`src/shs_fifo.sv`:
```
// ----------------------------------------------------------------------------
// shs_fifo: small register queue
// Holds up to DEPTH entries of WIDTH bits and shows the oldest one.
// ----------------------------------------------------------------------------
module shs_fifo #(
	parameter int WIDTH = 8,
	parameter int DEPTH = 2
) (
	input  logic             clk,
	input  logic             arst_n,
	input  logic             push,
	input  logic [WIDTH-1:0] wdata,
	output logic             full,
	input  logic             pop,
	output logic [WIDTH-1:0] rdata,
	output logic             empty
);

	localparam int PW = (DEPTH > 1) ? $clog2(DEPTH) : 1;
	localparam int CW = $clog2(DEPTH + 1);
	localparam logic [PW-1:0] LAST_PTR = PW'(DEPTH - 1);

	logic [WIDTH-1:0] mem_q [DEPTH];
	logic [PW-1:0]    wptr_q, rptr_q;
	logic [CW-1:0]    cnt_q;
	logic             do_push, do_pop;

	assign full    = (cnt_q == CW'(DEPTH));
	assign empty   = (cnt_q == '0);
	assign rdata   = mem_q[rptr_q];
	assign do_push = push && !full;
	assign do_pop  = pop && !empty;

	always_ff @(posedge clk or negedge arst_n) begin
		if (!arst_n) begin
			wptr_q <= '0;
			rptr_q <= '0;
			cnt_q  <= '0;
		end else begin
			if (do_push) begin
				wptr_q <= (wptr_q == LAST_PTR) ? '0 : wptr_q + 1'b1;
			end
			if (do_pop) begin
				rptr_q <= (rptr_q == LAST_PTR) ? '0 : rptr_q + 1'b1;
			end
			if (do_push && !do_pop) begin
				cnt_q <= cnt_q + 1'b1;
			end else if (do_pop && !do_push) begin
				cnt_q <= cnt_q - 1'b1;
			end
		end
	end

	always_ff @(posedge clk) begin
		if (do_push) begin
			mem_q[wptr_q] <= wdata;
		end
	end

endmodule

```
`config.mk`:
```
export PLATFORM = sky130hd
export DESIGN_NAME = shs_fifo
export DESIGN_NICKNAME = d
export VERILOG_FILES = /design/src/shs_fifo.sv
export SDC_FILE = /design/constraint.sdc
export NUM_CORES = 1
export LEC_CHECK = 0
export ABC_AREA = 1
export BUFFER_PORTS_ARGS = -buffer_cell sky130_fd_sc_hd__buf_4
export CORE_MARGIN = 4
export CORE_UTILIZATION = 40
export DETAILED_ROUTE_END_ITERATION = 8
export GPL_TIMING_DRIVEN = 1
export PLACE_DENSITY = 0.68
export SETUP_SLACK_MARGIN = 0.02
export SLEW_MARGIN = 5
export SYNTH_ARGS = -nofsm -noshare
export SYNTH_HDL_FRONTEND = slang
export SYNTH_SLANG_ARGS = --single-unit
```
`constraint.sdc`:
```
create_clock -name clk -period 2 [get_ports clk]
set_input_delay 0.4 -clock clk [delete_from_list [all_inputs] [get_ports clk]]
set_output_delay 0.4 -clock clk [all_outputs]
set_load 0.005 [all_outputs]
```
; ---- Yosys cells after proc, flatten, opt, wreduce, memory -nomap -nowiden
; Memory sizes are Yosys's and may differ from the RTL's.
; Index checks and enable logic that the tools add are counted.
[totals]
latch_bits = 0
word_cells = 25
ramBits = 16
mem_bits_ro = 0
mem_count = 1
out_inout_bits = 10
reg_bits = 4
[memory_table]
columns = memory, depth, width, read_ports, rd_clocked_by_memory_dff, wr, line_no
row1 = mem_q, 2, 8, 1, 0, 1, 23  ; logic [WIDTH-1:0] mem_q [DEPTH];
[op_classes]
n_mux = 6
order_cmp = 0
n_bitwise = 0
eq_ne = 1
n_reduce_logical = 10
div_mod_pow = 0
addsub = 4
mul = 0
shifts = 0
[ops]
columns = operator, n
row1 = $logic_and A1 B1 Y1, 4
row2 = $logic_not A1 Y1, 4
row3 = $mux W1, 4
row4 = $mux W2, 2
row5 = $add A1 B1 Y1 const B, 2
row6 = $add A2 B1 Y2 const B, 1
row7 = $eq A2 B2 Y1 const B, 1
row8 = $logic_not A2 Y1, 1
row9 = $reduce_bool A2 Y1, 1
row10 = $sub A2 B1 Y2 const B, 1

; ---- Logic depth before layout (Yosys ltp)
[depth]
depth_word = 7
mapped_depth = 9

; ---- Worst setup path before layout
; OpenSTA, ideal clock, no wires.
[synth_timing]
path_type = register to register
start = register cnt_q[1]
end = memory mem_q[1][0], enable pin
required_time_ps = 1629
path_stages_with_launch = 4
t_arrival_ps = 951
slack_ps = 678
n_path_buf = 0
path_cell_list = dfrtp_1 > inv_1 > o21ai_0 > nor2_1
[synth_between]
elab_chain_cells = 5
[synth_lines]
columns = element, line_no
row1 = "start, declared", 25  ; logic [CW-1:0] cnt_q;
row2 = "start signal, assigned", 47  ; cnt_q <= cnt_q + 1'b1;
row3 = "start signal, assigned", 49  ; cnt_q <= cnt_q - 1'b1;
row4 = $eq A2 B2 Y1, 28  ; assign full = (cnt_q == CW'(DEPTH));
row5 = $logic_not A1 Y1, 31  ; assign do_push = push && !full;
row6 = $logic_and A1 B1 Y1, 31
row7 = $mux W1, 55  ; if (do_push) begin
row8 = $mux W1 (not written as such), 56  ; mem_q[wptr_q] <= wdata;
row9 = "end, declared", 23
; No other way between the ends.

; ---- Worst setup path in the final report
[layout_timing]
start = register rptr_q
end = output rdata[0]
[layout_between]
elab_chain_cells = 1
[layout_lines]
columns = element, line_no
row1 = "start, declared", 24  ; logic [PW-1:0] wptr_q, rptr_q;
row2 = "start signal, assigned", 44  ; rptr_q <= (rptr_q == LAST_PTR) ? '0 : rptr_q + 1'b1;
row3 = $mem_v2 Z2 W8, -
row4 = "end, declared", 15  ; output logic [WIDTH-1:0] rdata,
; No other way between the ends.

==> out/results.txt <==
Switch share -> 31.4%
Static leakage -> 0.498 nW
Post-synth ARST share -> 20.0%
Number of buffers created by CTS -> 3
Main combinational cell family by area after synthesis -> simple AND/OR/NAND/NOR gates
Via count -> 566
Yosys warnings -> 0
CTS tree -> done
Drt total wl -> 1400 um
Non-filler cells in the finished layout -> 126
Post-Synth Simple-Gate Area -> 20.1%
Hold depth -> 1
Synthesized flop and latch total -> 20
Crit path time final -> 1700 ps
Final Max Tran Viols -> 0
H-tree Lvls -> 1
Crit Path Max Fanout -> 10
I/O pins -> 22
Sw power -> 471 uW
Max Fclk -> 588 MHz
Drt wl/cell -> 11.1 um
Slew HR -> 76.4%
Logic pwr share -> 34.6%
Worst EP arrival -> 1300 ps
Post-synthesis mux area share -> 0%
Top post-synthesis cells by count -> 33 x nand2_1, 16 x edfxtp_1, 7 x inv_1, 4 x dfrtp_1
Crit share post-route -> 85.0%
RePlAce Congestion -> 0.740
Register area share after synthesis -> 71.7%
Worst Setup Path Type -> reg2out
GRT overflow -> 0
Yosys cell types -> 14
Status -> finished clean
DRC Markers -> 0
Clock sink count -> 20
Post-synth top area cell -> edfxtp_1
R2R cell count -> 6
Nets -> 113
Setup violations, final -> 0
Initial Utilization -> 41.7%
Adder-cell share of the synthesized area -> 1.55%
First-pass GRT wire length -> 2260 um
Post-synth EDFFs -> 16
Initial antenna violation count -> 0
Flop pwr share -> 44.1%
Area contributors post-synth -> edfxtp_1 59%, nand2_1 15%, dfrtp_1 12%
I/O Buffers -> 21
RSZ-0062 raised after global routing -> false
Syn Std Cell Area -> 810 um^2
Largest net degree at the start of global routing -> 13
Startpoint types -> register
Remaining antenna violation count after routing -> 0
Clk_skew -> 1.66 ps
Pwr Density -> 1410 nW/um^2
Area of the core -> 1940 um^2
# Max-Cap Violations -> 0
Final hold viol count -> 0
N_diodes -> 0
Area grow syn2layout -> 31.7%
Clock Tree Root -> clkbuf_4
R2r endpoint -> cnt_q[1]$_DFFE_PN0P_
Compound-gate portion of the synthesized area -> 1.24%
Avg Cell Area, Syn -> 11.1 um^2
Rows -> 16
Clock share of power -> 21.3%
CTS resizes -> 0
Horiz. Die Dim -> 53.0 um
Xor-xnor portion of the synthesized cell area -> 1.08%
Clk pin slew, worst setup/hold paths -> 100 ps
Drt pass-1 iters -> 3
Cells after DPL -> 121
DR iter-0 viols -> 4
Routed vias/inst -> 4.49
Cell-internal power -> 1.03 mW
Post-synth net total -> 86
Worst path required time -> 1600 ps
TNS Setup -> 0 ps
Hold Crit Start -> wdata[3]
Worst vdd ir -> 0.000898 V
Most frequent cell after synthesis -> nand2_1
Main synth FF type -> edfxtp_1
Worst Hold Path EP -> mem_q[0][3]$_DFFE_PP_
Mapped Cells -> 73
Die ar. -> 2810 um^2
Synth top area share -> 59.4%
Post-Route Hold Slack -> 275 ps
CTS Buffer Depth -> 2
Gr usage total -> 12.2%
Flop-to-flop setup slack -> 580 ps
Reg2reg start -> cnt_q[0]$_DFFE_PN0P_
Skew-Pair Late Insertion Delay -> 300 ps
Vias in the first global route -> 572
HP Class -> in2reg
Die Ht -> 53.0 um
Tightest Pin Transition -> 354 ps
Detailed Place HPWL -> 1070 um
Crit end category -> output port
Layout cells sized above 1 -> 29.3%
cell usage in the layout, fill, tap and decap left out, types with 2 or more instances in the layout:
cell      count
o21ai_0       2
buf_4        22
clkbuf_4      3
inv_1         7
edfxtp_1     16
nor2_1        2
nand2_1      33
nor2_2        2
dfrtp_1       4
per-layer routing:
| metal | routed length (um) | track usage (%) | up-vias |
|---|---|---|---|
| li1 | - | - | 286 |
| met1 | 565 | 12.2 | 261 |
| met2 | 716 | 21.1 | 15 |
| met3 | 56 | 2.82 | 4 |
| met4 | 57 | 10.2 | 0 |
| met5 | 0 | 0 | - |
repair_timing:
item                                   4_1_cts  5_1_grt
hold buffers                                 1        0
setup buffers                                0        0
endpoints found under the hold margin        4        0
cell type report:
| cell class | count | area, um^2 |
|---|---|---|
| fillers | 172 | 876 |
| well taps | 27 | 33.8 |
| flip-flops and latches | 20 | 581 |
| clock inverters | 1 | 30.0 |
| repair buffers | 23 | 175 |
| inverters | 8 | 30.0 |
| clock buffers | 3 | 22.5 |
| multi-input cells | 44 | 194 |
flip-flops by register name (all words and copies together) (netlist names):
signal  count
wptr_q      1
cnt_q       2
mem_q      16
rptr_q      1
worst max-delay path by stage:
| stage | startpoint | endpoint | slack (ps) | depth (start not counted) |
|---|---|---|---|---|
| detailed placement | cnt_q[0]$_DFFE_PN0P_ | cnt_q[1]$_DFFE_PN0P_ | 580 | 6 |
| global route | rptr_q$_DFFE_PN0P_ | rdata[0] | 140 | 4 |
| CTS | rptr_q$_DFFE_PN0P_ | rdata[0] | 260 | 4 |
| finish | rptr_q$_DFFE_PN0P_ | rdata[0] | 300 | 4 |
| floorplan | cnt_q[1]$_DFFE_PN0P_ | mem_q[1][0]$_DFFE_PP_ | 680 | 3 |
| global placement | rptr_q$_DFFE_PN0P_ | rdata[1] | 610 | 4 |
kinds of logic (layout without fill, tap and decap cells):
logic type                 Yosys count  after routing
AOI/OAI and AO/OA                    2              2
xor gates and xnor gates             1              1
adders and majority gates            1              1
buffers and inverters                9             35
DFF                                 20             20
and+or+nand+nor                     40             40
power by group through the flow:
| stage | combinational [mW] | sequential, mW | clock, mW |
|---|---|---|---|
| 3_5_place_dp | 0.530 | 0.674 | 0 |
| 4_1_cts | 0.531 | 0.664 | 0.327 |
| 6_report | 0.519 | 0.663 | 0.320 |
| 2_1_floorplan | 0.312 | 0.628 | 0 |
| 5_1_grt | 0.598 | 0.679 | 0.352 |
| 3_3_place_gp | 0.511 | 0.665 | 0 |
worst max-delay path, cell delays in order (launching register included):
cell	delay, ps
dfrtp_1	570
inv_2	160
nand2_1	100
nand2_1	50
buf_4	130
stage by stage:
step / power (mW) / setup WS (ps) / instance area, um^2 / utilization [%]
final: 1.50 / 300 / 1070 / 54.9
after global routing: 1.63 / 141 / 1070 / 54.9
after CTS: 1.52 / 261 / 1070 / 54.9
after detailed placement: 1.20 / 578 / 1000 / 51.7
after global placement: 1.18 / 610 / 1000 / 51.7
after floorplan: 0.939 / 678 / 810 / -
Note: power is estimated with default switching activity, not from simulation.
