===== src/shs_pkg.sv =====
// ----------------------------------------------------------------------------
// shs_pkg: shared types and constants of the SHA-512 stream hasher
// Beat types, the classified entry kind, round constants and the
// SHA-512 mixing functions.
// ----------------------------------------------------------------------------
package shs_pkg;

	localparam int ROUNDS = 80;

	typedef struct packed {
		logic [63:0] data_word;
		logic [3:0]  byte_count;
		logic        last_item;
	} shs_item_t;

	typedef struct packed {
		logic [63:0] digest_word;
		logic [2:0]  word_index;
		logic        last_word;
		logic        error;
	} shs_result_t;

	typedef enum logic [1:0] {
		KIND_ERR,
		KIND_WORD,
		KIND_WORD_LAST,
		KIND_SHORT_LAST
	} shs_kind_t;

	typedef struct packed {
		shs_kind_t   kind;
		logic [63:0] word;
		logic [3:0]  count;
	} shs_entry_t;

	localparam logic [63:0] PAD_MARK = 64'h8000_0000_0000_0000;

	localparam logic [63:0] IV [8] = '{
		64'h6a09e667f3bcc908, 64'hbb67ae8584caa73b, 64'h3c6ef372fe94f82b,
		64'ha54ff53a5f1d36f1, 64'h510e527fade682d1, 64'h9b05688c2b3e6c1f,
		64'h1f83d9abfb41bd6b, 64'h5be0cd19137e2179
	};

	localparam logic [63:0] RK [ROUNDS] = '{
		64'h428a2f98d728ae22, 64'h7137449123ef65cd, 64'hb5c0fbcfec4d3b2f, 64'he9b5dba58189dbbc,
		64'h3956c25bf348b538, 64'h59f111f1b605d019, 64'h923f82a4af194f9b, 64'hab1c5ed5da6d8118,
		64'hd807aa98a3030242, 64'h12835b0145706fbe, 64'h243185be4ee4b28c, 64'h550c7dc3d5ffb4e2,
		64'h72be5d74f27b896f, 64'h80deb1fe3b1696b1, 64'h9bdc06a725c71235, 64'hc19bf174cf692694,
		64'he49b69c19ef14ad2, 64'hefbe4786384f25e3, 64'h0fc19dc68b8cd5b5, 64'h240ca1cc77ac9c65,
		64'h2de92c6f592b0275, 64'h4a7484aa6ea6e483, 64'h5cb0a9dcbd41fbd4, 64'h76f988da831153b5,
		64'h983e5152ee66dfab, 64'ha831c66d2db43210, 64'hb00327c898fb213f, 64'hbf597fc7beef0ee4,
		64'hc6e00bf33da88fc2, 64'hd5a79147930aa725, 64'h06ca6351e003826f, 64'h142929670a0e6e70,
		64'h27b70a8546d22ffc, 64'h2e1b21385c26c926, 64'h4d2c6dfc5ac42aed, 64'h53380d139d95b3df,
		64'h650a73548baf63de, 64'h766a0abb3c77b2a8, 64'h81c2c92e47edaee6, 64'h92722c851482353b,
		64'ha2bfe8a14cf10364, 64'ha81a664bbc423001, 64'hc24b8b70d0f89791, 64'hc76c51a30654be30,
		64'hd192e819d6ef5218, 64'hd69906245565a910, 64'hf40e35855771202a, 64'h106aa07032bbd1b8,
		64'h19a4c116b8d2d0c8, 64'h1e376c085141ab53, 64'h2748774cdf8eeb99, 64'h34b0bcb5e19b48a8,
		64'h391c0cb3c5c95a63, 64'h4ed8aa4ae3418acb, 64'h5b9cca4f7763e373, 64'h682e6ff3d6b2b8a3,
		64'h748f82ee5defb2fc, 64'h78a5636f43172f60, 64'h84c87814a1f0ab72, 64'h8cc702081a6439ec,
		64'h90befffa23631e28, 64'ha4506cebde82bde9, 64'hbef9a3f7b2c67915, 64'hc67178f2e372532b,
		64'hca273eceea26619c, 64'hd186b8c721c0c207, 64'heada7dd6cde0eb1e, 64'hf57d4f7fee6ed178,
		64'h06f067aa72176fba, 64'h0a637dc5a2c898a6, 64'h113f9804bef90dae, 64'h1b710b35131c471b,
		64'h28db77f523047d84, 64'h32caab7b40c72493, 64'h3c9ebe0a15c9bebc, 64'h431d67c49c100d4c,
		64'h4cc5d4becb3e42b6, 64'h597f299cfc657e2a, 64'h5fcb6fab3ad6faec, 64'h6c44198c4a475817
	};

	function automatic logic [63:0] big_s0(input logic [63:0] x);
		return {x[27:0], x[63:28]} ^ {x[33:0], x[63:34]} ^ {x[38:0], x[63:39]};
	endfunction

	function automatic logic [63:0] big_s1(input logic [63:0] x);
		return {x[13:0], x[63:14]} ^ {x[17:0], x[63:18]} ^ {x[40:0], x[63:41]};
	endfunction

	function automatic logic [63:0] small_s0(input logic [63:0] x);
		return {x[0], x[63:1]} ^ {x[7:0], x[63:8]} ^ (x >> 7);
	endfunction

	function automatic logic [63:0] small_s1(input logic [63:0] x);
		return {x[18:0], x[63:19]} ^ {x[60:0], x[63:61]} ^ (x >> 6);
	endfunction

endpackage


===== src/shs_front.sv =====
// ----------------------------------------------------------------------------
// shs_front: input classifier
// Saturates the byte count, sorts each beat by kind and builds the
// padded word for a short final beat.
// ----------------------------------------------------------------------------
module shs_front (
	input  shs_pkg::shs_item_t  item,
	output shs_pkg::shs_entry_t entry
);
	import shs_pkg::*;

	logic [3:0] cnt;
	logic [5:0] shamt;
	logic [63:0] mask;

	always_comb begin
		cnt   = (item.byte_count > 4'd8) ? 4'd8 : item.byte_count;
		shamt = {cnt[2:0], 3'b000};
		mask  = ~({64{1'b1}} >> shamt);
		entry.count = cnt;
		entry.word  = item.data_word;
		if (cnt == 4'd8) begin
			entry.kind = item.last_item ? KIND_WORD_LAST : KIND_WORD;
		end else if (item.last_item) begin
			entry.kind = KIND_SHORT_LAST;
			entry.word = (item.data_word & mask) | (PAD_MARK >> shamt);
		end else begin
			entry.kind = KIND_ERR;
		end
	end

endmodule


===== config.mk =====
export PLATFORM = sky130hd
export DESIGN_NAME = shs_front
export DESIGN_NICKNAME = d
export VERILOG_FILES = /design/src/shs_pkg.sv /design/src/shs_front.sv
export SDC_FILE = /design/constraint.sdc
export NUM_CORES = 1
export LEC_CHECK = 0
export BUFFER_PORTS_ARGS = -buffer_cell sky130_fd_sc_hd__buf_2
export CAP_MARGIN = 20
export CORE_MARGIN = 3
export CORE_UTILIZATION = 28
export DETAILED_ROUTE_END_ITERATION = 10
export PLACE_DENSITY_LB_ADDON = 0.05
export RECOVER_POWER = 25
export SKIP_LAST_GASP = 1
export SYNTH_ARGS = -nofsm -noshare
export SYNTH_HDL_FRONTEND = slang
export SYNTH_SLANG_ARGS = --single-unit

===== constraint.sdc =====
create_clock -name vclk -period 2.41
set_input_delay 0.3615 -clock vclk [all_inputs]
set_output_delay 0.3615 -clock vclk [all_outputs]
set_load 0.03 [all_outputs]

---- Word-level counts from Yosys, hierarchy flattened ----
Index checks and enable logic that the tools add are counted.
word-level totals
  flip-flop bits (word level) ............. 0
  input bits .............................. 69
  output and inout port bits .............. 70
  logic and storage cells ................. 13
operators by class
  order comparisons ....................... 1
  eq/ne operators ......................... 1
  shift-type cells ........................ 2
  multiplexer cells ....................... 6
  bitwise gates (word level) .............. 3
operators with widths
  operator               count
  $mux 64                2
  $shr 64x6->64 const A  2
  $and 64x64->64         1
  $not 64->64            1
  $or 64x64->64          1
  $mux 2                 3
  $eq 4x4->1 const B     1
  $gt 4x4->1 const B     1
  $mux 4                 1

---- Logic depth before layout (Yosys ltp) ----
  depth in word-level cells ............... 8
  gate-level depth with buffers ........... 4
  gate-level depth less buffers ........... 2

---- Worst setup path after synthesis ----
OpenSTA, ideal clock, no wires.
  path kind ............................... input to output
  from .................................... input port item[3] in the netlist's numbering
  to ...................................... output port entry[43] in the netlist's numbering
  arrival ................................. 1579 ps
  data required time ...................... 2049 ps
  slack ................................... 469 ps
  stages .................................. 4
  buffers on the path ..................... 2
  cell sequence ........................... buf_2 nor3b_2 buf_2 mux2i_1
RTL lines
  what         line            RTL
  from (decl)  shs_front.sv:7  input shs_pkg::shs_item_t item,
  to (decl)    shs_front.sv:8  output shs_pkg::shs_entry_t entry

==> summary.txt <==
Status - finished clean
ANT cells - 0
Worst rel slew slack - 61.57%
Syn_nets - 164
Post-synth cell types - 28
Total die area - 3049 um2
Total Routing Usage GR - 16.51%
Initial antenna violation count - 0
CTS Hold Bufs - 0
Largest net degree at the start of global routing - 24
GR Util met1 - 18.07%
Sequential area share after synthesis - 0%
HPWL after detailed placement - 2.527 mm
CTS resizes - 0
Worst EP required - 2.05 ns
Hold_sp - item[68]
Post-Synthesis Cells - 95
CP endpoint kind - output pin
Cell Area, Synth - 678.2 um2
Worst min path class - in2out
Layout Nets - 298
Synth warn - 0
Post-synthesis simple-gate area fraction - 38.01%
Combinational family with the most area after synthesis - compound AO/OA/AOI/OAI gates
Synth Area in XOR/XNOR - 1.292%
CP startpoint kind - primary input
Crit path kind - in2out
Pleak - 0.7627 nW
Mux cell area share after synthesis - 4.613%
Crit share post-route - 80.56%
Clk_buf instances - 0
DRT Pass-1 Iters - 4
Complex-gate fraction of the synthesized area - 45.39%
Start point of the critical path - item[3]
GRT Residual Overflow - 0
Post-Syn Area per Cell - 7.138 um2
Area growth syn-to-layout - 98.89%
Via density - 4.624
Gp weighted congestion - 0.7537
Initial core utilization - 30.08%
DRC - 0
Site row count - 17
Ports - 139
Final Util - 59.82%
Post-CTS setup buffers - 0
CP max FO - 10
Routed len/inst - 11.47 um
Vias in the first global route - 1063
Met2 Use GR - 32.77%
First-pass GRT wire length - 4.436 mm
Antenna Violating Nets Remaining - 0
Met3 Use GR - 3.972%
TNS Setup - 0 ns
Power Dens Cells - 274.1 nW/um2
Core Region - 2255 um2
Final Max Slew Viols - 0
Die W - 55.22 um
Post-synthesis adder-cell area fraction - 0%
Max Freq - 515.0 MHz
Die Y - 55.22 um
Port Buffers - 139
Max-cap violations - 0
Busiest grt layer - met2
Final hold vios - 0
Final setup fails - 0
VDD IR max - 0.0001522 V
Final WL - 2.924 mm
Sequential cell count - 0
Reg area - 0 um2
Layout cells sized above 1 - 56.39%
DR vias - 1179
Data arrival, critical path - 1.58 ns
Tmin final - 1.942 ns
Worst-margin pin slew - 0.5765 ns
DRT iter0 DRCs - 35
RSZ-0062 raised after global routing - no
-- cells in the mapped netlist --
cell	number	area share, %
nand3_1	1	0.74
o21ai_0	1	0.74
nor4b_1	1	1.3
nor2_1	1	0.55
mux2_2	1	1.7
buf_6	2	3.3
a21o_1	1	1.1
buf_4	1	1.1
nor4b_4	1	3.5
or4b_1	1	1.5
nor4bb_1	1	1.5
o22a_1	1	1.3
mux2i_1	2	3.0
a21boi_0	35	39
clkbuf_1	3	1.7
nand2b_1	1	0.92
nand2_1	2	1.1
a221o_1	1	1.5
a21oi_1	1	0.74
nor3b_1	1	1.1
buf_2	4	3.0
nor3b_2	1	1.8
nor2b_1	18	17
xor2_1	1	1.3
inv_1	3	1.7
and2_1	7	6.5
a2bb2oi_1	1	1.3
and3_1	1	0.92
-- kinds of logic (layout without fill, tap and decap cells) --
kind of cell,Yosys count,after routing
mux,3,3
simple gates,37,37
xor+xnor,1,1
compound gates,41,41
buf+inv,13,145
-- per-stage QoR --
step | power [mW] | cell area, um2 | hold slack (ns) | cells | setup WS (ns)
after floorplan | 0.2472 | 678.2 | 0.8547 | 95 | 0.4694
after global placement | 0.3722 | 1370 | 1.049 | 255 | 0.6280
after detailed placement | 0.3766 | 1370 | 1.059 | 255 | 0.6018
after CTS | 0.3774 | 1370 | 1.059 | 255 | 0.6013
after global routing | 0.3966 | 1349 | 1.086 | 255 | 0.2973
final | 0.3697 | 1349 | 1.056 | 255 | 0.4684
-- metal layers --
metal / vias up / share of wire [%]
met4: 0 / 0.72
met3: 2 / 13
met5: - / 0
li1: 599 / -
met2: 79 / 51
met1: 499 / 35
-- power breakdown --
| part | internal [mW] | switching, mW | total (mW) |
|---|---|---|---|
| Combinational | 0.126 | 0.244 | 0.370 |
| Clock | 0 | 0 | 0 |
| Sequential | 0 | 0 | 0 |
| Total | 0.126 | 0.244 | 0.370 |
-- worst max-delay path, stage by stage --
cell and delay [ns]:
clkbuf_1 0.36, o21ai_0 0.35, a21boi_0 0.27, buf_2 0.23
-- cell type report --
cell class | instances | area [um2]
multi-input cells | 82 | 605.6
well taps | 28 | 35.03
repair buffers | 142 | 696.9
fillers | 236 | 905.9
inverters | 3 | 11.26
-- cells in the final DEF, fill, tap and decap left out, types with 2 or more instances in the layout --
cell type	instances
nand2_1	2
buf_2	122
clkbuf_1	17
a21boi_0	35
and2_1	7
mux2i_1	2
buf_4	3
inv_1	3
nor2b_1	18
-- final timing paths --
check / endpoint / cells past startpoint
hold / removal: entry[67] / 3
setup / recovery: entry[30] / 4
(Power assumes the default switching activity.)
